$ cat config.mk
export PLATFORM = sky130hd
export DESIGN_NAME = nau_ram
export DESIGN_NICKNAME = d
export VERILOG_FILES = /design/src/hdl/nau_ram.sv
export SDC_FILE = /design/constraint.sdc
export NUM_CORES = 2
export LEC_CHECK = 0
export BUFFER_PORTS_ARGS = -buffer_cell sky130_fd_sc_hd__buf_2
export CELL_PAD_IN_SITES_DETAIL_PLACEMENT = 1
export CELL_PAD_IN_SITES_GLOBAL_PLACEMENT = 2
export CORE_MARGIN = 2
export CORE_UTILIZATION = 35
export CTS_CLUSTER_SIZE = 20
export DETAILED_ROUTE_END_ITERATION = 8
export PLACE_DENSITY = 0.54
export SLEW_MARGIN = 20
export SYNTH_ARGS = -nofsm -noshare
export SYNTH_HDL_FRONTEND = slang
export SYNTH_SLANG_ARGS = --single-unit
$ cat constraint.sdc
create_clock -name clk_i -period 3.4 [get_ports clk_i]
set_input_delay 0 -clock clk_i [delete_from_list [all_inputs] [get_ports clk_i]]
set_output_delay 0 -clock clk_i [all_outputs]
set_load 0.01 [all_outputs]
$ cat src/hdl/nau_ram.sv
// generic simple dual-port ram with registered read
module nau_ram #(
  parameter int unsigned WIDTH = 16,
  parameter int unsigned DEPTH = 128,
  parameter int unsigned AW    = $clog2(DEPTH)
) (
  input  logic             clk_i,
  input  logic             we_i,
  input  logic [AW-1:0]    waddr_i,
  input  logic [WIDTH-1:0] wdata_i,
  input  logic             re_i,
  input  logic [AW-1:0]    raddr_i,
  output logic [WIDTH-1:0] rdata_o
);

  logic [WIDTH-1:0] mem [DEPTH];
  logic [WIDTH-1:0] rdata_q;

  // write port
  always_ff @(posedge clk_i) begin
    if (we_i) begin
      mem[waddr_i] <= wdata_i;
    end
  end

  // read port
  always_ff @(posedge clk_i) begin
    if (re_i) begin
      rdata_q <= mem[raddr_i];
    end
  end

  assign rdata_o = rdata_q;

endmodule

Word-level counts from Yosys, hierarchy flattened:

Memories as Yosys holds them, arrays and structs flattened. A register that Yosys moved wholly into a read port is not among the register bits.
Index checks and enable logic that the tools add are counted.

* multiplexer cells: 2

Operator list (number)
* $mux 1: 2

* output and inout bits: 16
* word-level logic and storage cells: 3
* memories kept: 1
* register bits: 0
* input port bits: 33
* memory bits (writable): 2048

Memory list
* mem: words 128, bits a word 16, read ports 1, clocked after Yosys merged registers in 1, write ports 1, RTL line 16 `logic [WIDTH-1:0] mem [DEPTH];`

Logic depth before layout (Yosys ltp):

* word-level depth: 2
* gate-level depth with buffers: 7

Least setup slack after synthesis:

Ideal clock, no wire load.

* path kind: in2reg
* start point: in raddr_i[0]
* end point: reg rdata_q[0], in the netlist rdata_o[0], read port of mem (data pin)
* slack: 766 ps
* cell stages on the path: 6
* library setup time: 260 ps
* data required time: 3140 ps
* path buffers: 2
* arrival time: 2375 ps
* cell sequence: buf_2 buf_1 mux4_2 mux4_2 mux4_2 mux2_2

RTL lines
* start, declared: RTL line 12 `input logic [AW-1:0] raddr_i,`
* end, declared: RTL line 17 `logic [WIDTH-1:0] rdata_q;`

==> impl_metrics.env <==
export IMPL_run_status="completed"
export IMPL_boundaryPins=49
export IMPL_cp_cell_sequence="mux4_2, mux4_2, mux4_2, mux2_2"
export IMPL_critPathArrivalTime_ps=3350
export IMPL_drc=0
export IMPL_critical_path_buf_inv_count=0
export IMPL_postSynth_topFlopCell="sky130_fd_sc_hd__edfxtp_1"
export IMPL_final_fill_count=20600
export IMPL_nNetsFinal=3518
export IMPL_clock_tree_from_tritoncts="built"
export IMPL_syn_inst=3086
export IMPL_grt_pass1_wl_um=315000
export IMPL_grt_usage_pct=19.9
export IMPL_route_vias_total=35900
export IMPL_clk_transition_reported_paths_ps=60
export IMPL_remaining_antenna_violation_count_after_routing=0
export IMPL_cp_num_cells=4
export IMPL_grt_overflow=0
export IMPL_cts_h_tree_depth=4
export IMPL_kind_of_launch_point_of_the_worst_setup_path="flip-flop"
export IMPL_cts_made_buffers=212
export IMPL_crit_path_frequent_cell="sky130_fd_sc_hd__mux4_2"
export IMPL_worst_path_max_fanout=1
export IMPL_clock_latency_ps=870
export IMPL_timing_worst_slew_pin_value_ps=1110
export IMPL_peakVddDrop_mv=0.446
export IMPL_yosysTopAreaCell="sky130_fd_sc_hd__edfxtp_1"
export IMPL_synth_edff_count=2064
export IMPL_postPlaceCellArea_sq_um=84800
export IMPL_drive_gt1_share_pct=35.7
export IMPL_dpl_hpwl_um=135000
export IMPL_timing_critical_path_slowest_stage_cell="sky130_fd_sc_hd__mux4_2"
export IMPL_syn_cell_area_sq_um=78700
export IMPL_timing_max_cap_violations=0
export IMPL_yosysWarningCount=0
export IMPL_cts_root_buf="sky130_fd_sc_hd__clkbuf_16"
export IMPL_drt_vias_per_instance=5.38
export IMPL_synth_top_cell_area_share_pct=78.8
export IMPL_yosys_cell_count_top_type="sky130_fd_sc_hd__edfxtp_1"
export IMPL_route_detailed_wl_per_inst_um=33.8
export IMPL_finalSetupViolCount=0
export IMPL_cts_max_path_buffers=3
export IMPL_die_w_um=478
export IMPL_first_pass_iters=5
export IMPL_post_route_cell_area_sq_um=91800
export IMPL_coreArea_sq_um=224000
export IMPL_final_setup_skew_ps=45.8
export IMPL_async_flop_share_pct=0
export IMPL_multi_input_comb_area_sq_um=16100
export IMPL_initial_utilization_pct=35.1
export IMPL_crit_path_end_kind="flip-flop"
export IMPL_postSynthAreaPerCell_sq_um=25.5
export IMPL_cts_resized_gates=0
export IMPL_portBuffers=48
export IMPL_number_of_antenna_violations_at_the_first_check_in_global_routing=36
export IMPL_final_min_period_over_clock_period_pct=80.7
export IMPL_synth_yosys_seq_area_share_pct=78.8
export IMPL_worstHoldPathCells=4
export IMPL_period_minus_slack_ps=2740
export IMPL_max_slew_margin_rel_pct=26.2
export IMPL_rows=174
export IMPL_synth_ff_latch_count=2064
export IMPL_area_delta_synth_final_pct=16.6
export IMPL_setup_repair_after_global_routing_missed_its_margin="false"
export IMPL_place_congestion=0.771
export IMPL_final_seq_area_sq_um=62000
export IMPL_total_detailed_routing_wirelength_um=226000
export IMPL_timing_final_max_slew_violations=0
export IMPL_hold_viol=0
export IMPL_post_cts_setup_buffers=0
export IMPL_timing_worst_setup_path_type="flip-flop to flip-flop"
export IMPL_power_density_nw_per_um2=583
export IMPL_fmaxAchievable_mhz=364
export IMPL_die_height_um=478
export IMPL_count_of_different_cell_masters_after_synthesis=16
export IMPL_clock_sink_count=2064
export IMPL_p_leak_nw=28.3
export IMPL_reg2reg_depth=4
export IMPL_worst_hold_path_type="input pin to flip-flop"
export IMPL_post_cts_hold_buffer_count=25
export IMPL_first_iter_violations=3883
export IMPL_number_of_global_route_vias_before_repair=38200
export IMPL_timing_critical_path_slowest_cell_delay_ps=650
export IMPL_setup_slack_reg_to_reg_ps=660
export IMPL_synth_net_count=3119
export IMPL_worst_path_dominant_cell_family="multiplexers"
export IMPL_setup_tns_final_ps=0
export IMPL_grt_max_degree=113
export IMPL_timing_critical_path_required_ps=4010
export IMPL_die_footprint_sq_um=229000
export IMPL_leading_cell_types_by_total_area_after_synthesis="sky130_fd_sc_hd__edfxtp_1 (79%), sky130_fd_sc_hd__mux4_2 (19%), sky130_fd_sc_hd__nor2_1 (0.58%)"
export IMPL_yosys_top_cells_count="sky130_fd_sc_hd__edfxtp_1 (2064), sky130_fd_sc_hd__mux4_2 (672), sky130_fd_sc_hd__nor2_1 (122)"
==> per-layer routing <==
metal / part of all wire (%) / up-vias / wire length (um) / GRT usage [%]
li1: - / 14300 / - / -
met1: 43 / 20200 / 97400 / 28.1
met2: 50 / 1110 / 112000 / 32.7
met3: 5.3 / 258 / 11900 / 2.72
met4: 2.0 / 4 / 4400 / 4.63
met5: 0.0080 / - / 18 / 0
==> final timing paths <==
path	from	endpoint
worst min-delay path	waddr_i[4]	mem[124][3]$_DFFE_PP_
worst max register to register	mem[29][8]$_DFFE_PP_	rdata_o[8]$_DFFE_PP_
worst max-delay path	mem[29][8]$_DFFE_PP_	rdata_o[8]$_DFFE_PP_
worst min register to register	mem[93][3]$_DFFE_PP_	rdata_o[3]$_DFFE_PP_
==> worst min-delay path: stages <==
cell	delay [ps]
sky130_fd_sc_hd__buf_2	190
sky130_fd_sc_hd__nand4_1	310
sky130_fd_sc_hd__nor2_1	100
sky130_fd_sc_hd__buf_4	180
==> power by group <==
| group | switching [mW] | leakage (nW) | internal (mW) |
|---|---|---|---|
| Clock | 9.69 | 3.25 | 12.8 |
| Combinational | 1.72 | 6.43 | 1.14 |
| Sequential | 0.0749 | 18.6 | 28.1 |
==> cells in the final DEF, fill, tap and decap left out, types with 4 or more instances in the layout <==
master                          count
sky130_fd_sc_hd__buf_12            49
sky130_fd_sc_hd__buf_2             28
sky130_fd_sc_hd__buf_4            239
sky130_fd_sc_hd__buf_6              4
sky130_fd_sc_hd__bufinv_16         15
sky130_fd_sc_hd__clkbuf_1          52
sky130_fd_sc_hd__clkbuf_16        217
sky130_fd_sc_hd__clkinv_1          61
sky130_fd_sc_hd__clkinv_2          35
sky130_fd_sc_hd__clkinvlp_4         4
sky130_fd_sc_hd__diode_2           16
sky130_fd_sc_hd__dlygate4sd3_1     25
sky130_fd_sc_hd__edfxtp_1        2064
sky130_fd_sc_hd__mux2_2            16
sky130_fd_sc_hd__mux4_2           672
sky130_fd_sc_hd__nand2_1           14
sky130_fd_sc_hd__nand3_1           12
sky130_fd_sc_hd__nor2_1           114
sky130_fd_sc_hd__nor2_2             8
sky130_fd_sc_hd__nor2b_1            7
sky130_fd_sc_hd__nor3_2             9
==> final cells by class <==
type / instances / area share, %
Antenna cell: 16 / 0.0436
Clock buffer: 269 / 6.13
Clock inverter: 125 / 1.13
Multi-Input combinational cell: 858 / 17.5
Sequential cell: 2064 / 67.5
Tap cell: 2992 / 4.08
Timing Repair Buffer: 349 / 3.58
==> cell families after synthesis <==
logic type / synth area share (%)
buffers and inverters: 0.879
flip-flops: 78.8
AND/OR/NAND/NOR: 0.886
multiplexers: 19.5
==> registers in the layout, summed over array words and instances (netlist names) <==
name,cells
mem,2048
rdata_o,16
==> through the flow <==
step	std cells	hold WS, ps	setup WS, ps	utilization [%]	power (mW)
floorplan	3086	98.9	766	-	30.1
global placement	6237	448	104	37.8	31.6
detailed placement	6237	457	84.9	37.8	31.6
CTS	6656	4.41	628	40.9	54.2
global route	6662	53.1	633	40.9	55.1
finish	6673	86.9	655	40.9	53.5
(Power assumes the default switching activity.)
