[src/hdl/nau_pkg.sv]
// shared types, constants and the feature row mapping for the nnue accumulator update block
package nau_pkg;

  // accumulator size and derived widths
  localparam int unsigned HIDDEN      = 128;
  localparam int unsigned HidW        = $clog2(HIDDEN);
  localparam int unsigned FeatureRows = 768;
  localparam int unsigned WDepth      = FeatureRows * HIDDEN;
  localparam int unsigned WAddrW      = $clog2(WDepth);

  // feature row layout
  localparam int unsigned ColorStride = 64 * 6;
  localparam int unsigned KindStride  = 64;
  localparam logic [5:0]  RankFlip    = 6'd56;
  localparam logic [2:0]  MaxKind     = 3'd5;

  localparam int unsigned ValW   = 16;
  localparam int unsigned FrowW  = 10;
  localparam int unsigned InTdW  = 48;
  localparam int unsigned OutTdW = 32;

  typedef enum logic [2:0] {
    CMD_WR_WEIGHT = 3'd0,
    CMD_WR_NEURON = 3'd1,
    CMD_ADD       = 3'd2,
    CMD_SUB       = 3'd3,
    CMD_RD_NEURON = 3'd4
  } cmd_e;

  typedef enum logic [1:0] {
    ST_IDLE,
    ST_READ,
    ST_WALK,
    ST_DRAIN
  } state_e;

  // input item, last field in the lowest bits
  typedef struct packed {
    logic             pad;
    logic [ValW-1:0]  value;
    logic [FrowW-1:0] row;
    logic [6:0]       element;
    logic [5:0]       square;
    logic [2:0]       piece_kind;
    logic             piece_side;
    logic             perspective;
    logic [2:0]       cmd;
  } item_t;

  // weight memory port
  typedef struct packed {
    logic              we;
    logic [WAddrW-1:0] waddr;
    logic [ValW-1:0]   wdata;
    logic              re;
    logic [WAddrW-1:0] raddr;
  } wport_t;

  // neuron memory port
  typedef struct packed {
    logic            we;
    logic [HidW-1:0] waddr;
    logic [ValW-1:0] wdata;
    logic            re;
    logic [HidW-1:0] raddr;
  } nport_t;

  // result pushed towards the output queue
  typedef struct packed {
    logic             push;
    logic [FrowW-1:0] feature_row;
    logic [ValW-1:0]  read_value;
  } res_t;

  // feature row from colour, kind, square and perspective
  function automatic logic [FrowW-1:0] feature_row_f(logic pov, logic color,
                                                     logic [2:0] kind, logic [5:0] sq);
    logic [5:0]       vsq;
    logic [FrowW-1:0] off;
    vsq = pov ? (sq ^ RankFlip) : sq;
    off = (color != pov) ? FrowW'(ColorStride) : '0;
    return off + FrowW'(FrowW'(kind) * FrowW'(KindStride)) + FrowW'(vsq);
  endfunction

endpackage

[src/hdl/nau_ctrl.sv]
// command sequencer: decode, row walk, read-modify-write of the accumulator
module nau_ctrl (
  input  logic                       clk_i,
  input  logic                       rst_ni,
  input  logic                       valid_i,
  input  nau_pkg::item_t             item_i,
  input  logic                       room_i,
  output logic                       ready_o,
  output nau_pkg::wport_t            wport_o,
  output nau_pkg::nport_t            nport_o,
  input  logic [nau_pkg::ValW-1:0]   w_rdata_i,
  input  logic [nau_pkg::ValW-1:0]   n_rdata_i,
  output nau_pkg::res_t              res_o
);
  import nau_pkg::*;

  localparam logic [HidW-1:0] LastIdx = HidW'(HIDDEN - 1);

  state_e             state_q, state_d;
  logic [HidW-1:0]    idx_q, idx_d;
  logic [WAddrW-1:0]  base_q, base_d;
  logic [FrowW-1:0]   fr_q, fr_d;
  logic               sub_q, sub_d;
  logic               wr_vld_q;
  logic [HidW-1:0]    wr_idx_q;
  logic               nrd_vld_q;
  logic [HIDDEN-1:0]  nv_q;

  logic               accept;
  logic               elem_ok;
  logic [HidW-1:0]    elem_idx;
  logic [FrowW-1:0]   frow;
  logic [ValW-1:0]    nval;

  // field decode
  assign elem_ok  = 32'(item_i.element) < 32'(HIDDEN);
  assign elem_idx = HidW'(item_i.element);
  assign frow     = feature_row_f(item_i.perspective, item_i.piece_side,
                                  item_i.piece_kind, item_i.square);
  assign nval     = nrd_vld_q ? n_rdata_i : '0;
  assign ready_o  = (state_q == ST_IDLE) && room_i;
  assign accept   = valid_i && ready_o;

  // next state and memory control
  always_comb begin
    state_d = state_q;
    idx_d   = idx_q;
    base_d  = base_q;
    fr_d    = fr_q;
    sub_d   = sub_q;
    wport_o = '0;
    nport_o = '0;
    res_o   = '0;

    // write-back stage of the row walk
    if (wr_vld_q) begin
      nport_o.we    = 1'b1;
      nport_o.waddr = wr_idx_q;
      nport_o.wdata = sub_q ? (nval - w_rdata_i) : (nval + w_rdata_i);
    end

    unique case (state_q)
      ST_IDLE: begin
        if (accept) begin
          unique case (cmd_e'(item_i.cmd)) inside
            CMD_WR_WEIGHT: begin
              if ((32'(item_i.row) < 32'(FeatureRows)) && elem_ok) begin
                wport_o.we    = 1'b1;
                wport_o.waddr = WAddrW'(WAddrW'(item_i.row) * WAddrW'(HIDDEN))
                                + WAddrW'(elem_idx);
                wport_o.wdata = item_i.value;
              end
              res_o.push = 1'b1;
            end
            CMD_WR_NEURON: begin
              if (elem_ok) begin
                nport_o.we    = 1'b1;
                nport_o.waddr = elem_idx;
                nport_o.wdata = item_i.value;
              end
              res_o.push = 1'b1;
            end
            CMD_ADD, CMD_SUB: begin
              if (item_i.piece_kind <= MaxKind) begin
                base_d  = WAddrW'(WAddrW'(frow) * WAddrW'(HIDDEN));
                fr_d    = frow;
                sub_d   = (cmd_e'(item_i.cmd) == CMD_SUB);
                idx_d   = '0;
                state_d = ST_WALK;
              end else begin
                res_o.push = 1'b1;
              end
            end
            CMD_RD_NEURON: begin
              nport_o.re    = elem_ok;
              nport_o.raddr = elem_ok ? elem_idx : '0;
              state_d       = ST_READ;
            end
            default: begin
              res_o.push = 1'b1;
            end
          endcase
        end
      end
      ST_READ: begin
        res_o.push       = 1'b1;
        res_o.read_value = nval;
        state_d          = ST_IDLE;
      end
      ST_WALK: begin
        wport_o.re    = 1'b1;
        wport_o.raddr = base_q + WAddrW'(idx_q);
        nport_o.re    = 1'b1;
        nport_o.raddr = idx_q;
        idx_d         = idx_q + 1'b1;
        if (idx_q == LastIdx) begin
          state_d = ST_DRAIN;
        end
      end
      ST_DRAIN: begin
        res_o.push        = 1'b1;
        res_o.feature_row = fr_q;
        state_d           = ST_IDLE;
      end
      default: begin
        state_d = ST_IDLE;
      end
    endcase
  end

  // state register and walk control
  always_ff @(posedge clk_i or negedge rst_ni) begin
    if (!rst_ni) begin
      state_q  <= ST_IDLE;
      idx_q    <= '0;
      wr_vld_q <= 1'b0;
    end else begin
      state_q  <= state_d;
      idx_q    <= idx_d;
      wr_vld_q <= (state_q == ST_WALK);
    end
  end

  // walk payload
  always_ff @(posedge clk_i) begin
    base_q   <= base_d;
    fr_q     <= fr_d;
    sub_q    <= sub_d;
    wr_idx_q <= idx_q;
  end

  // neuron valid bits, unwritten neurons read as zero
  always_ff @(posedge clk_i or negedge rst_ni) begin
    if (!rst_ni) begin
      nv_q      <= '0;
      nrd_vld_q <= 1'b0;
    end else begin
      if (nport_o.we) begin
        nv_q[nport_o.waddr] <= 1'b1;
      end
      nrd_vld_q <= nport_o.re && nv_q[nport_o.raddr];
    end
  end

endmodule

[config.mk]
export PLATFORM = sky130hd
export DESIGN_NAME = nau_ctrl
export DESIGN_NICKNAME = d
export VERILOG_FILES = /design/src/hdl/nau_pkg.sv /design/src/hdl/nau_ctrl.sv
export SDC_FILE = /design/constraint.sdc
export NUM_CORES = 1
export LEC_CHECK = 0
export BUFFER_PORTS_ARGS = -buffer_cell sky130_fd_sc_hd__buf_2
export CORE_ASPECT_RATIO = 1.25
export CORE_MARGIN = 2
export CORE_UTILIZATION = 29
export CTS_CLUSTER_DIAMETER = 120
export DETAILED_ROUTE_END_ITERATION = 6
export PLACE_DENSITY = 0.55
export SLEW_MARGIN = 20
export SYNTH_ARGS = -nofsm -noshare
export SYNTH_HDL_FRONTEND = slang
export SYNTH_SLANG_ARGS = --single-unit
[constraint.sdc]
create_clock -name clk_i -period 10.3 [get_ports clk_i]
set_clock_uncertainty 0.2 [all_clocks]
set_input_delay 3.09 -clock clk_i [delete_from_list [all_inputs] [get_ports clk_i]]
set_output_delay 3.09 -clock clk_i [all_outputs]
set_load 0.01 [all_outputs]
# Word-level counts from Yosys, hierarchy flattened
# Index checks and enable logic that the tools add are counted.
[totals] output_inout_bits=112 reg_bits=157 elab_cells=83 inputBits=84
[op_classes] addsub=7 n_reduce_logical=12 bitwise=2 n_eq_ne=15 mux=34 magnitude_cmp=5
[op_table] op="2-to-1 mux 34 bit" count=4
[op_table] op="bitwise OR 128 bit" count=1
[op_table] op="2-to-1 mux 24 bit" count=3
[op_table] op="2-to-1 mux 16 bit" count=3
[op_table] op="adder 17 x 7 -> 17 bit" count=2
[op_table] op="2-to-1 mux 32 bit" count=1
[op_table] op="2-to-1 mux 7 bit" count=3
[op_table] op="2-to-1 mux 18 bit" count=1
[op_table] op="adder 16 bit" count=1
[op_table] op="< comparator 7 x 8 -> 1 bit, second input constant" count=2
[op_table] op="case mux 8 bit (2 select lines)" count=1
[op_table] op="subtractor 16 bit" count=1
[op_table] op="case mux 7 bit (2 select lines)" count=1
[op_table] op="AND reduction 4 bit" count=3
[op_table] op="adder 10 x 6 -> 10 bit" count=1
[op_table] op="adder 9 x 9 -> 10 bit" count=1
[op_table] op="< comparator 10 bit, second input constant" count=1
[op_table] op="2-to-1 mux 10 bit" count=1
[op_table] op="2-to-1 mux 9 bit" count=1
[op_table] op="2-to-1 mux 8 bit" count=1
[op_table] op="adder 7 x 1 -> 7 bit, second input constant" count=1
[op_table] op="binary-select mux 1 bit (select 7 bit)" count=1
[op_table] op="demux 1 bit (select 7 bit)" count=1
[op_table] op="equality test 7 bit, second input constant" count=1
[op_table] op="other kinds (24)" count=38

# Depth between registers and ports, before layout
# Gate-level depths: netlist of the first run.
[depth] word_depth=12 mapped_depth=16

# Least setup slack after synthesis of the first run
# OpenSTA, ideal clock, no wires.
[synth_timing] path_kind="input port to output port" startpoint="input port w_rdata_i[0] in the netlist's numbering" endpoint="output port nport_o[23] in the netlist's numbering" slack_ps=933 arrival_ps=6077 required_ps=7010 stages=16 path_cell_list="inv_1 ha_1 nand2b_1 or4_1 or3_1 nor3_1 nor2_1 xnor2_1 ha_1 nand2_1 nor2_1 a221o_1 a31oi_1 o21ai_0 xnor2_1 o31ai_1"
[synth_rtl] item="from (decl)" line="nau_ctrl.sv:11" source="input logic [nau_pkg::ValW-1:0] w_rdata_i,"
[synth_rtl] item="to (decl)" line="nau_ctrl.sv:10" source="output nau_pkg::nport_t nport_o,"

==> run summary, run 1 <==
Gates resized, CTS repair - 0
Synth Area in XOR/XNOR - 3.18%
Vias in the first global route - 7539
Avg Vias per Cell - 5.02
CP max-delay cell - or4_1
Dominant synthesized flop cell - dfrtp_1
RSZ-0062 raised after global routing - false
Post-synth EDFFs - 11
DP HPWL - 21500 um
Simple-Gate Fraction of Synth Area - 21.3%
Crit Path Max Fanout - 4
Max Slew Vio Count - 0
Final Setup Violations - 0
DR pass1 iterations - 5
Slew headroom - 32.4%
Fin crit period - 9.85 ns
Total number of vias - 7719
CTS HTree Levels - 4
Fin nets - 1223
# DRC - 0
Yosys warnings - 0
Post-synthesis compound-gate area fraction - 21.6%
Hold violation count in the final report - 0
Clk_lat worst skew - 0.43 ns
Library cells used by synthesis - 64
Top delay family on crit path - simple AND/OR/NAND/NOR gates
Clk slew on worst S/H paths - 0.06 ns
Clock Sinks - 157
GRT overflow - 0
Synth Cell Area - 0.00882 mm^2
Sequential fraction of the synthesis area - 44.8%
Die area - 0.0318 mm^2
Maxcap violations - 0
Worst ir drop on vdd - 0.0000851 V
Initial Utilization - 29.4%
CP endpoint kind - primary output
Die H - 199 um
Adder-cell area share of the yosys netlist - 3.01%
Asr flop ratio synth - 88.5%
Fraction of layout cells with a size suffix above 1 - 23.1%
CP arrival - 6.56 ns
Die width - 160 um
Mux contribution to synthesized area - 2.27%
Static leakage - 5.46 nW
Critical path cell sequence - buf_2 -> inv_1 -> ha_1 -> nand2b_1 -> or4_1 -> or3_1 -> nor3_1 -> nor2_1 -> xnor2_1 -> ha_1 -> nand2_1 -> nor2_1 -> a221o_1 -> a31oi_1 -> o21ai_0 -> xnor2_1 -> o31ai_1 -> buf_2
Synth Instances - 942
Reg2Reg Setup Slack - 6.05 ns
Post-CTS setup repair buffer count - 0
Routed wire per std cell - 19.1 um
Final Cycle Share - 95.6%
Io pins - 196
Net count after synthesis - 1046
Final ANT Viol Nets - 0
Crit start category - input pin
CTS Buffer Depth - 2
PortBufs - 194
Fmax - 102 MHz
Kind of critical path - input pin to primary output
HP Class - flip-flop to flip-flop
Total GRT Usage - 18.6%
Max incr delay on CP - 0.43 ns
TritonCTS Buffers - 17
Syn avg cell area - 9.37 um^2
Final setup TNS - 0 ns
Initial antenna violation count - 5
Status - completed
Flops & latches, synth - 157
Root Buffer - clkbuf_16
Core Region - 0.0300 mm^2
Hold_buf cts - 0
TritonCTS clock tree - yes
Pwr dens - 195 mW/mm^2
Final WL - 29300 um
# rows - 71
Final Power - 2.10 mW
Synth-to-Final Area Change - 21.9%
Buffers & Inverters on Critical Path - 3
Routability cong. - 0.838
Required @ worst endpoint - 7.01 ns
Global-route wire length before repair - 45000 um
Initial detailed-routing violation count - 437
Worst Max-Slew Pin Slew - 1.01 ns
Largest net degree at the start of global routing - 88
Largest family of logic cells by synthesized area - compound AO/OA/AOI/OAI gates
[metal layers]
layer	routed length [um]	vias to the layer above	global-route usage, %
li1	-	3658	-
met1	12300	3724	22.4
met2	13600	283	31.0
met3	2240	50	5.40
met4	1080	4	7.81
met5	23	-	0
[Yosys cell counts, types with 4 or more instances]
library cell / count / area share, %
a2111oi_0: 7 / 0.69
a21o_1: 49 / 4.2
a21oi_1: 48 / 2.7
a22o_1: 9 / 0.89
a22oi_1: 4 / 0.34
a31oi_1: 15 / 1.1
a32oi_1: 4 / 0.40
and2_1: 61 / 4.3
and3_1: 15 / 1.1
buf_1: 5 / 0.21
buf_2: 14 / 0.79
buf_4: 5 / 0.43
buf_6: 5 / 0.64
clkbuf_1: 13 / 0.55
dfrtp_1: 139 / 39
dfxtp_1: 7 / 1.6
edfxtp_1: 11 / 3.7
ha_1: 18 / 2.6
inv_1: 23 / 0.98
inv_2: 5 / 0.21
mux2i_1: 20 / 2.3
nand2_1: 155 / 6.6
nand2b_1: 7 / 0.50
nand3_1: 20 / 1.1
nor2_1: 51 / 2.2
nor2b_1: 17 / 1.2
nor3_1: 10 / 0.57
nor3_4: 4 / 0.74
nor4_1: 9 / 0.64
o21a_1: 8 / 0.68
o21ai_0: 16 / 0.91
o21bai_1: 81 / 6.9
o31ai_1: 7 / 0.60
xnor2_1: 21 / 2.1
xor2_1: 11 / 1.1
[sequential cells by signal, summed over array words and instances (netlist names)]
register	count
wr_vld_q	1
wr_idx_q	7
nv_q	128
fr_q	10
state_q	2
sub_q	1
nrd_vld_q	1
idx_q	7
[worst paths after layout]
path	startpoint	to	cells past startpoint
setup / recovery	w_rdata_i[0]	nport_o[23]	18
hold / removal	idx_q[6]$_DFFE_PN0P_	wr_idx_q[6]$_DFF_P_	0
setup reg to reg	state_q[0]$_DFFE_PN0P_	nrd_vld_q$_DFF_PN0_	10
hold reg to reg	idx_q[6]$_DFFE_PN0P_	wr_idx_q[6]$_DFF_P_	0
max in group asynchronous	rst_ni	nv_q[41]$_DFFE_PN0P_	2
min in group asynchronous	rst_ni	nv_q[1]$_DFFE_PN0P_	1
[area by class of cell]
| class | count | area [um^2] |
|---|---|---|
| clock inverter | 15 | 190 |
| timing repair buffer | 200 | 1020 |
| inverter | 29 | 109 |
| sequential | 157 | 3950 |
| tap | 401 | 502 |
| clock buffer | 17 | 425 |
| fill | 3113 | 19300 |
| multi-input combinational | 714 | 4550 |
| antenna | 4 | 10.0 |
[worst register-to-register path, delay by kind of cell (launching register included)]
family | cells | cell delay (ns)
AOI/OAI and AO/OA | 5 | 1.47
DFF | 1 | 0.67
and+or+nand+nor | 3 | 1.28
buffers and inverters | 2 | 0.49
[stage by stage]
stage | cell area (um^2) | hold slack (ns) | setup WS [ns] | utilization (%) | instances
after detailed placement | 10100 | 0.211 | 0.437 | 33.7 | 1501
after global placement | 10100 | 0.216 | 0.395 | 33.7 | 1501
after CTS | 10700 | 0.226 | 0.429 | 35.8 | 1533
after global routing | 10700 | 0.243 | 0.0936 | 35.8 | 1534
final | 10800 | 0.224 | 0.451 | 35.8 | 1537
after floorplan | 8820 | 0.145 | 0.933 | - | 942
[power breakdown]
part	internal (mW)	switching (mW)	total, mW
Clock	0.386	0.272	0.658
Sequential	0.681	0.0663	0.748
Combinational	0.243	0.454	0.696
[cell families after synthesis]
group           after synthesis
simple gates                375
compound gates              267
flops                       157
buf+inv                      71
xor+xnor                     32
mux                          20
fa+ha+maj                    20
[placed cells by master, fill, tap and decap left out, types with 5 or more instances in the layout]
master | netlist | routed
a2111oi_0 | 7 | 7
a21o_1 | 49 | 49
a21oi_1 | 48 | 47
a22o_1 | 9 | 9
a31oi_1 | 15 | 15
and2_1 | 61 | 61
and3_1 | 15 | 15
buf_2 | 14 | 193
buf_4 | 5 | 6
clkbuf_16 | 0 | 17
clkinv_4 | 0 | 5
dfrtp_1 | 139 | 139
dfxtp_1 | 7 | 7
edfxtp_1 | 11 | 11
ha_1 | 18 | 18
inv_1 | 23 | 23
inv_2 | 5 | 5
mux2i_1 | 20 | 20
nand2_1 | 155 | 155
nand2b_1 | 7 | 7
nand3_1 | 20 | 20
nor2_1 | 51 | 51
nor2b_1 | 17 | 17
nor3_1 | 10 | 10
nor4_1 | 9 | 9
o21a_1 | 8 | 8
o21ai_0 | 16 | 16
o21bai_1 | 81 | 81
o31ai_1 | 7 | 7
xnor2_1 | 21 | 21
xor2_1 | 11 | 11
No activity file was read; power rests on OpenSTA's default activity.
==> run 2, diff against run 1 <==
BUFFER_PORTS_ARGS = -buffer_cell sky130_fd_sc_hd__buf_4   (was -buffer_cell sky130_fd_sc_hd__buf_2)
==> run summary, run 2 (synthesis gave the netlist of run 1 again) <==
Io pins - 196
GRT overflow - 0
Clk slew on worst S/H paths - 0.07 ns
CP max-delay cell - or4_1
Crit start category - input pin
Largest reg by FF count - nv_q
Fmax - 101 MHz
Die H - 199 um
Fin nets - 1224
Status - completed
Static leakage - 5.51 nW
Maxcap violations - 0
Internal Power - 1.31 mW
HP Class - flip-flop to flip-flop
Die width - 160 um
Global-route wire length before repair - 45100 um
Fin crit period - 9.85 ns
Top delay family on crit path - simple AND/OR/NAND/NOR gates
Critical path cell sequence - buf_4 -> inv_1 -> ha_1 -> nand2b_1 -> or4_1 -> or3_1 -> nor3_2 -> nor2_1 -> xnor2_1 -> ha_1 -> nand2_1 -> nor2_1 -> a221o_1 -> a31oi_1 -> o21ai_0 -> xnor2_1 -> o31ai_1 -> buf_4
Cells after DPL - 1502
Final setup TNS - 0 ns
Sw Share - 38.4%
Clk pwr share - 29.6%
Clock Sinks - 157
Most frequent cells in the layout - buf_4 (200), nand2_1 (155), dfrtp_1 (139)
Hold_buf cts - 0
Max Slew Vio Count - 0
# DRC - 0
Max incr delay on CP - 0.43 ns
Placed cell areas - 0.0106 mm^2
Leading cell type in the layout, fill and taps excluded - buf_4
Worst Max-Slew Pin Slew - 0.973 ns
Final WL - 29900 um
Final Non-Filler Cells - 1536
Required @ worst endpoint - 7.01 ns
Kind of critical path - input pin to primary output
Slew headroom - 34.9%
Final ANT Viol Nets - 0
Clk_lat worst skew - 0.44 ns
DR pass1 iterations - 5
Final Cycle Share - 95.7%
Total GRT Usage - 18.7%
CP arrival - 6.56 ns
Fraction of layout cells with a size suffix above 1 - 23.3%
DP HPWL - 21500 um
Routability cong. - 0.827
Worst ir drop on vdd - 0.000109 V
RSZ-0062 raised after global routing - false
Die area - 0.0318 mm^2
TritonCTS Buffers - 17
Initial detailed-routing violation count - 449
CTS HTree Levels - 4
Fin util - 37.3%
PortBufs - 194
Post-route cell area - 0.0112 mm^2
Sw Pwr - 0.813 mW
Synth-to-Final Area Change - 27.1%
Hold violation count in the final report - 0
Combinational power share - 35.1%
Final Setup Violations - 0
Routed wire per std cell - 19.4 um
Crit Path Max Fanout - 4
Core Region - 0.0300 mm^2
Initial antenna violation count - 2
Initial Utilization - 29.4%
Avg Vias per Cell - 5.00
Final Power - 2.12 mW
Root Buffer - clkbuf_16
# rows - 71
TritonCTS clock tree - yes
Buffers & Inverters on Critical Path - 3
Vias in the first global route - 7630
Total number of vias - 7687
CP endpoint kind - primary output
Max reg flops - 128
CTS Buffer Depth - 2
Largest net degree at the start of global routing - 71
Seq pwr share - 35.3%
Pwr dens - 189 mW/mm^2
Top Registers - nv_q x128, fr_q x10
-- run 2: per-stage QoR --
step,hold WS [ns],setup slack [ns]
CTS,0.236,0.325
global placement,0.220,0.394
detailed placement,0.203,0.336
floorplan,0.145,0.933
finish,0.237,0.445
global route,0.258,0.0918
-- run 2: final cells by class --
class	count	area, um^2
diodes	2	5.00
clock buffers	17	425
clock inverters	15	160
fillers	3092	18800
inverters	29	109
multi-input cells	714	4550
flip-flops and latches	157	3950
well taps	401	502
repair buffers	201	1510
-- run 2: power groups by stage --
| stage | clock network, mW | registers, mW | logic [mW] |
|---|---|---|---|
| global route | 0.669 | 0.756 | 0.811 |
| finish | 0.627 | 0.748 | 0.743 |
| floorplan | 0 | 0.719 | 0.488 |
| detailed placement | 0 | 0.758 | 0.743 |
| CTS | 0.638 | 0.747 | 0.746 |
| global placement | 0 | 0.757 | 0.738 |
-- run 2: metal layers --
metal  GRT usage [%]  up-vias  routed length (um)
met4            7.27        0                 852
met1            22.9     3736               12900
met2            31.2      255               13900
met5               0        -                   0
met3            5.48       36                2200
li1                -     3660                   -
-- run 2: worst paths after layout --
path	start	endpoint	slack (ns)	cells after the start
worst max-delay path	w_rdata_i[0]	nport_o[23]	0.45	18
max in group asynchronous	rst_ni	nv_q[49]$_DFFE_PN0P_	6.04	2
min in group asynchronous	rst_ni	nv_q[99]$_DFFE_PN0P_	2.46	1
worst max register to register	state_q[1]$_DFFE_PN0P_	nrd_vld_q$_DFF_PN0_	6.30	9
worst min register to register	idx_q[6]$_DFFE_PN0P_	wr_idx_q[6]$_DFF_P_	0.24	0
worst min-delay path	idx_q[6]$_DFFE_PN0P_	wr_idx_q[6]$_DFF_P_	0.24	0
-- run 2: worst register-to-register path: cells and delay by family (launching register included) --
family                 cells  cell delay (ns)
AO/OA/AOI/OAI              5             1.51
AND/OR/NAND/NOR            2             0.55
multiplexers               1             0.21
buffers and inverters      1             0.73
flip-flops                 1             0.72
-- run 2: timing repair --
action | CTS | global route
resized for setup | 0 | 1
setup buffers | 0 | 0
endpoints found under the setup margin | 0 | 1
==> run 3, diff against run 2 <==
ABC_AREA = 1   (was unset)
==> run summary, run 3 <==
Placed cell areas - 0.0111 mm^2
Synth Area in XOR/XNOR - 2.44%
Crit start category - input pin
CP max-delay cell - o21ai_0
HP Class - flip-flop to flip-flop
Simple-Gate Fraction of Synth Area - 24.3%
Crit Path Max Fanout - 4
# DRC - 0
Post-synth EDFFs - 11
Fin crit period - 9.52 ns
Syn avg cell area - 8.46 um^2
Routability cong. - 0.869
Adder-cell area share of the yosys netlist - 2.85%
Final hold slack - 0.208 ns
Slew headroom - 34.6%
DR pass1 iterations - 5
Most numerous cell in the Yosys netlist - nand3_1
Global-route wire length before repair - 46800 um
Final WL - 30400 um
CP endpoint kind - primary output
Final Cycle Share - 92.5%
DP HPWL - 21400 um
Routed wire per std cell - 17.9 um
Leading cell type in the layout, fill and taps excluded - buf_4
Clock Sinks - 157
Max reg flops - 128
Total number of vias - 8304
Diodes inserted - 0
PortBufs - 194
Maxcap violations - 0
Library cells used by synthesis - 47
Initial antenna violation count - 0
Final ANT Viol Nets - 0
Worst Max-Slew Pin Slew - 0.978 ns
Flops & latches, synth - 157
Hold violation count in the final report - 0
Avg Vias per Cell - 4.89
Asr flop ratio synth - 88.5%
Total GRT Usage - 18.2%
Final setup TNS - 0 ns
Buffers & Inverters on Critical Path - 5
Root Buffer - clkbuf_16
Hold_buf cts - 0
CTS HTree Levels - 4
Static leakage - 6.13 nW
TritonCTS Buffers - 17
RSZ-0062 raised after global routing - false
Die area - 0.0336 mm^2
Vias in the first global route - 8211
Critical path cell sequence - buf_4 -> inv_1 -> ha_1 -> a21oi_1 -> xor2_1 -> inv_1 -> ha_1 -> inv_1 -> o21ai_0 -> a21oi_1 -> o21ai_0 -> a21oi_1 -> o21ai_0 -> a21boi_0 -> nor2_1 -> nor2_1 -> nand2_1 -> nand2_1 -> buf_4
Clk slew on worst S/H paths - 0.06 ns
Initial Utilization - 29.4%
Area share of the largest cell type after synthesis - 37.3%
Top delay family on crit path - compound AO/OA/AOI/OAI gates
CP arrival - 6.23 ns
Gates resized, CTS repair - 0
# rows - 73
Final Setup Violations - 0
Largest reg by FF count - nv_q
Synth-to-Final Area Change - 25.3%
Post-synthesis compound-gate area fraction - 18.9%
Largest family of logic cells by synthesized area - simple AND/OR/NAND/NOR gates
Synth Instances - 1102
Max incr delay on CP - 0.55 ns
Die width - 164 um
Most frequent cells in the layout - buf_4 (200), nand3_1 (160), nand2_1 (149)
Cells after DPL - 1667
GRT overflow - 0
Mux contribution to synthesized area - 0%
Clk_lat worst skew - 0.43 ns
Top Registers - nv_q x128, fr_q x10
Core Region - 0.0317 mm^2
Status - completed
Top post-synthesis cells by count - nand3_1 (160), nand2_1 (151), inv_1 (140)
Die H - 204 um
Dominant synthesized flop cell - dfrtp_1
Synth Cell Area - 0.00932 mm^2
Initial detailed-routing violation count - 636
Io pins - 196
Fmax - 105 MHz
TritonCTS clock tree - yes
Worst ir drop on vdd - 0.0000846 V
Post-route cell area - 0.0117 mm^2
Fraction of layout cells with a size suffix above 1 - 26.0%
CTS Buffer Depth - 2
Yosys warnings - 0
Post-synth top area cell - dfrtp_1
Net count after synthesis - 1206
Post-CTS setup repair buffer count - 0
Largest net degree at the start of global routing - 83
Required @ worst endpoint - 7.01 ns
Kind of critical path - input pin to primary output
Pwr dens - 227 mW/mm^2
Largest cells by area after synthesis - dfrtp_1 (37%), nand3_1 (8.6%), nand2_1 (6.1%), o21bai_1 (5.8%), inv_1 (5.6%)
Fin nets - 1378
Max Slew Vio Count - 0
Final Non-Filler Cells - 1699
Sequential fraction of the synthesis area - 42.4%
-- run 3: cell types whose count changed after synthesis, sizes merged, moves of 17 or more --
cell / delta
o21ai: +43
inv: +122
and2: -60
o21bai: +29
nor2: +57
nand3: +137
nand2: +18
a21o: -49
nor2b: -17
a21oi: -17
mux2i: -20
-- run 3: logic make-up after synthesis --
| group | after synthesis |
|---|---|
| and+or+nand+nor | 464 |
| AOI/OAI and AO/OA | 233 |
| buffers and inverters | 202 |
| DFF | 157 |
| xor gates and xnor gates | 26 |
| adders and majority gates | 20 |
-- run 3: power by group --
group | switching, mW | internal (mW)
logic | 0.738 | 0.427
clock network | 0.260 | 0.361
registers | 0.0917 | 0.772
-- run 3: final cells by class --
| type | instances | area, um^2 |
|---|---|---|
| Clock buffer | 21 | 480 |
| Clock inverter | 11 | 104 |
| Fill cell | 3287 | 20000 |
| Inverter | 154 | 593 |
| Multi-Input combinational cell | 743 | 4520 |
| Sequential cell | 157 | 3950 |
| Tap cell | 412 | 515 |
| Timing Repair Buffer | 201 | 1510 |
-- run 3: metal layers --
| layer | GRT usage, % | share of wire, % | wire, um |
|---|---|---|---|
| met5 | 0 | 0 | 0 |
| met4 | 6.77 | 2.6 | 794 |
| met3 | 3.08 | 6.8 | 2070 |
| met2 | 32.6 | 51 | 15400 |
| met1 | 21.7 | 40 | 12200 |
-- run 3: metrics by stage --
| stage | total power, mW | utilization [%] | worst slack, ns |
|---|---|---|---|
| 3_3_place_gp | 2.03 | 35.0 | 0.803 |
| 4_1_cts | 2.68 | 36.8 | 0.783 |
| 5_1_grt | 2.83 | 36.8 | 0.496 |
| 6_report | 2.65 | 36.8 | 0.776 |
| 2_1_floorplan | 1.64 | - | 1.74 |
| 3_5_place_dp | 2.04 | 35.0 | 0.794 |
-- run 3: path summary, 6_finish.rpt --
check | slack (ns) | start | depth (start not counted) | endpoint
setup / recovery | 0.78 | w_rdata_i[0] | 19 | nport_o[21]
hold / removal | 0.21 | idx_q[3]$_DFFE_PN0P_ | 0 | wr_idx_q[3]$_DFF_P_
setup reg to reg | 6.55 | state_q[0]$_DFFE_PN0P_ | 12 | nrd_vld_q$_DFF_PN0_
hold reg to reg | 0.21 | idx_q[3]$_DFFE_PN0P_ | 0 | wr_idx_q[3]$_DFF_P_
max in group asynchronous | 6.09 | rst_ni | 2 | nv_q[52]$_DFFE_PN0P_
min in group asynchronous | 2.50 | rst_ni | 1 | nv_q[46]$_DFFE_PN0P_
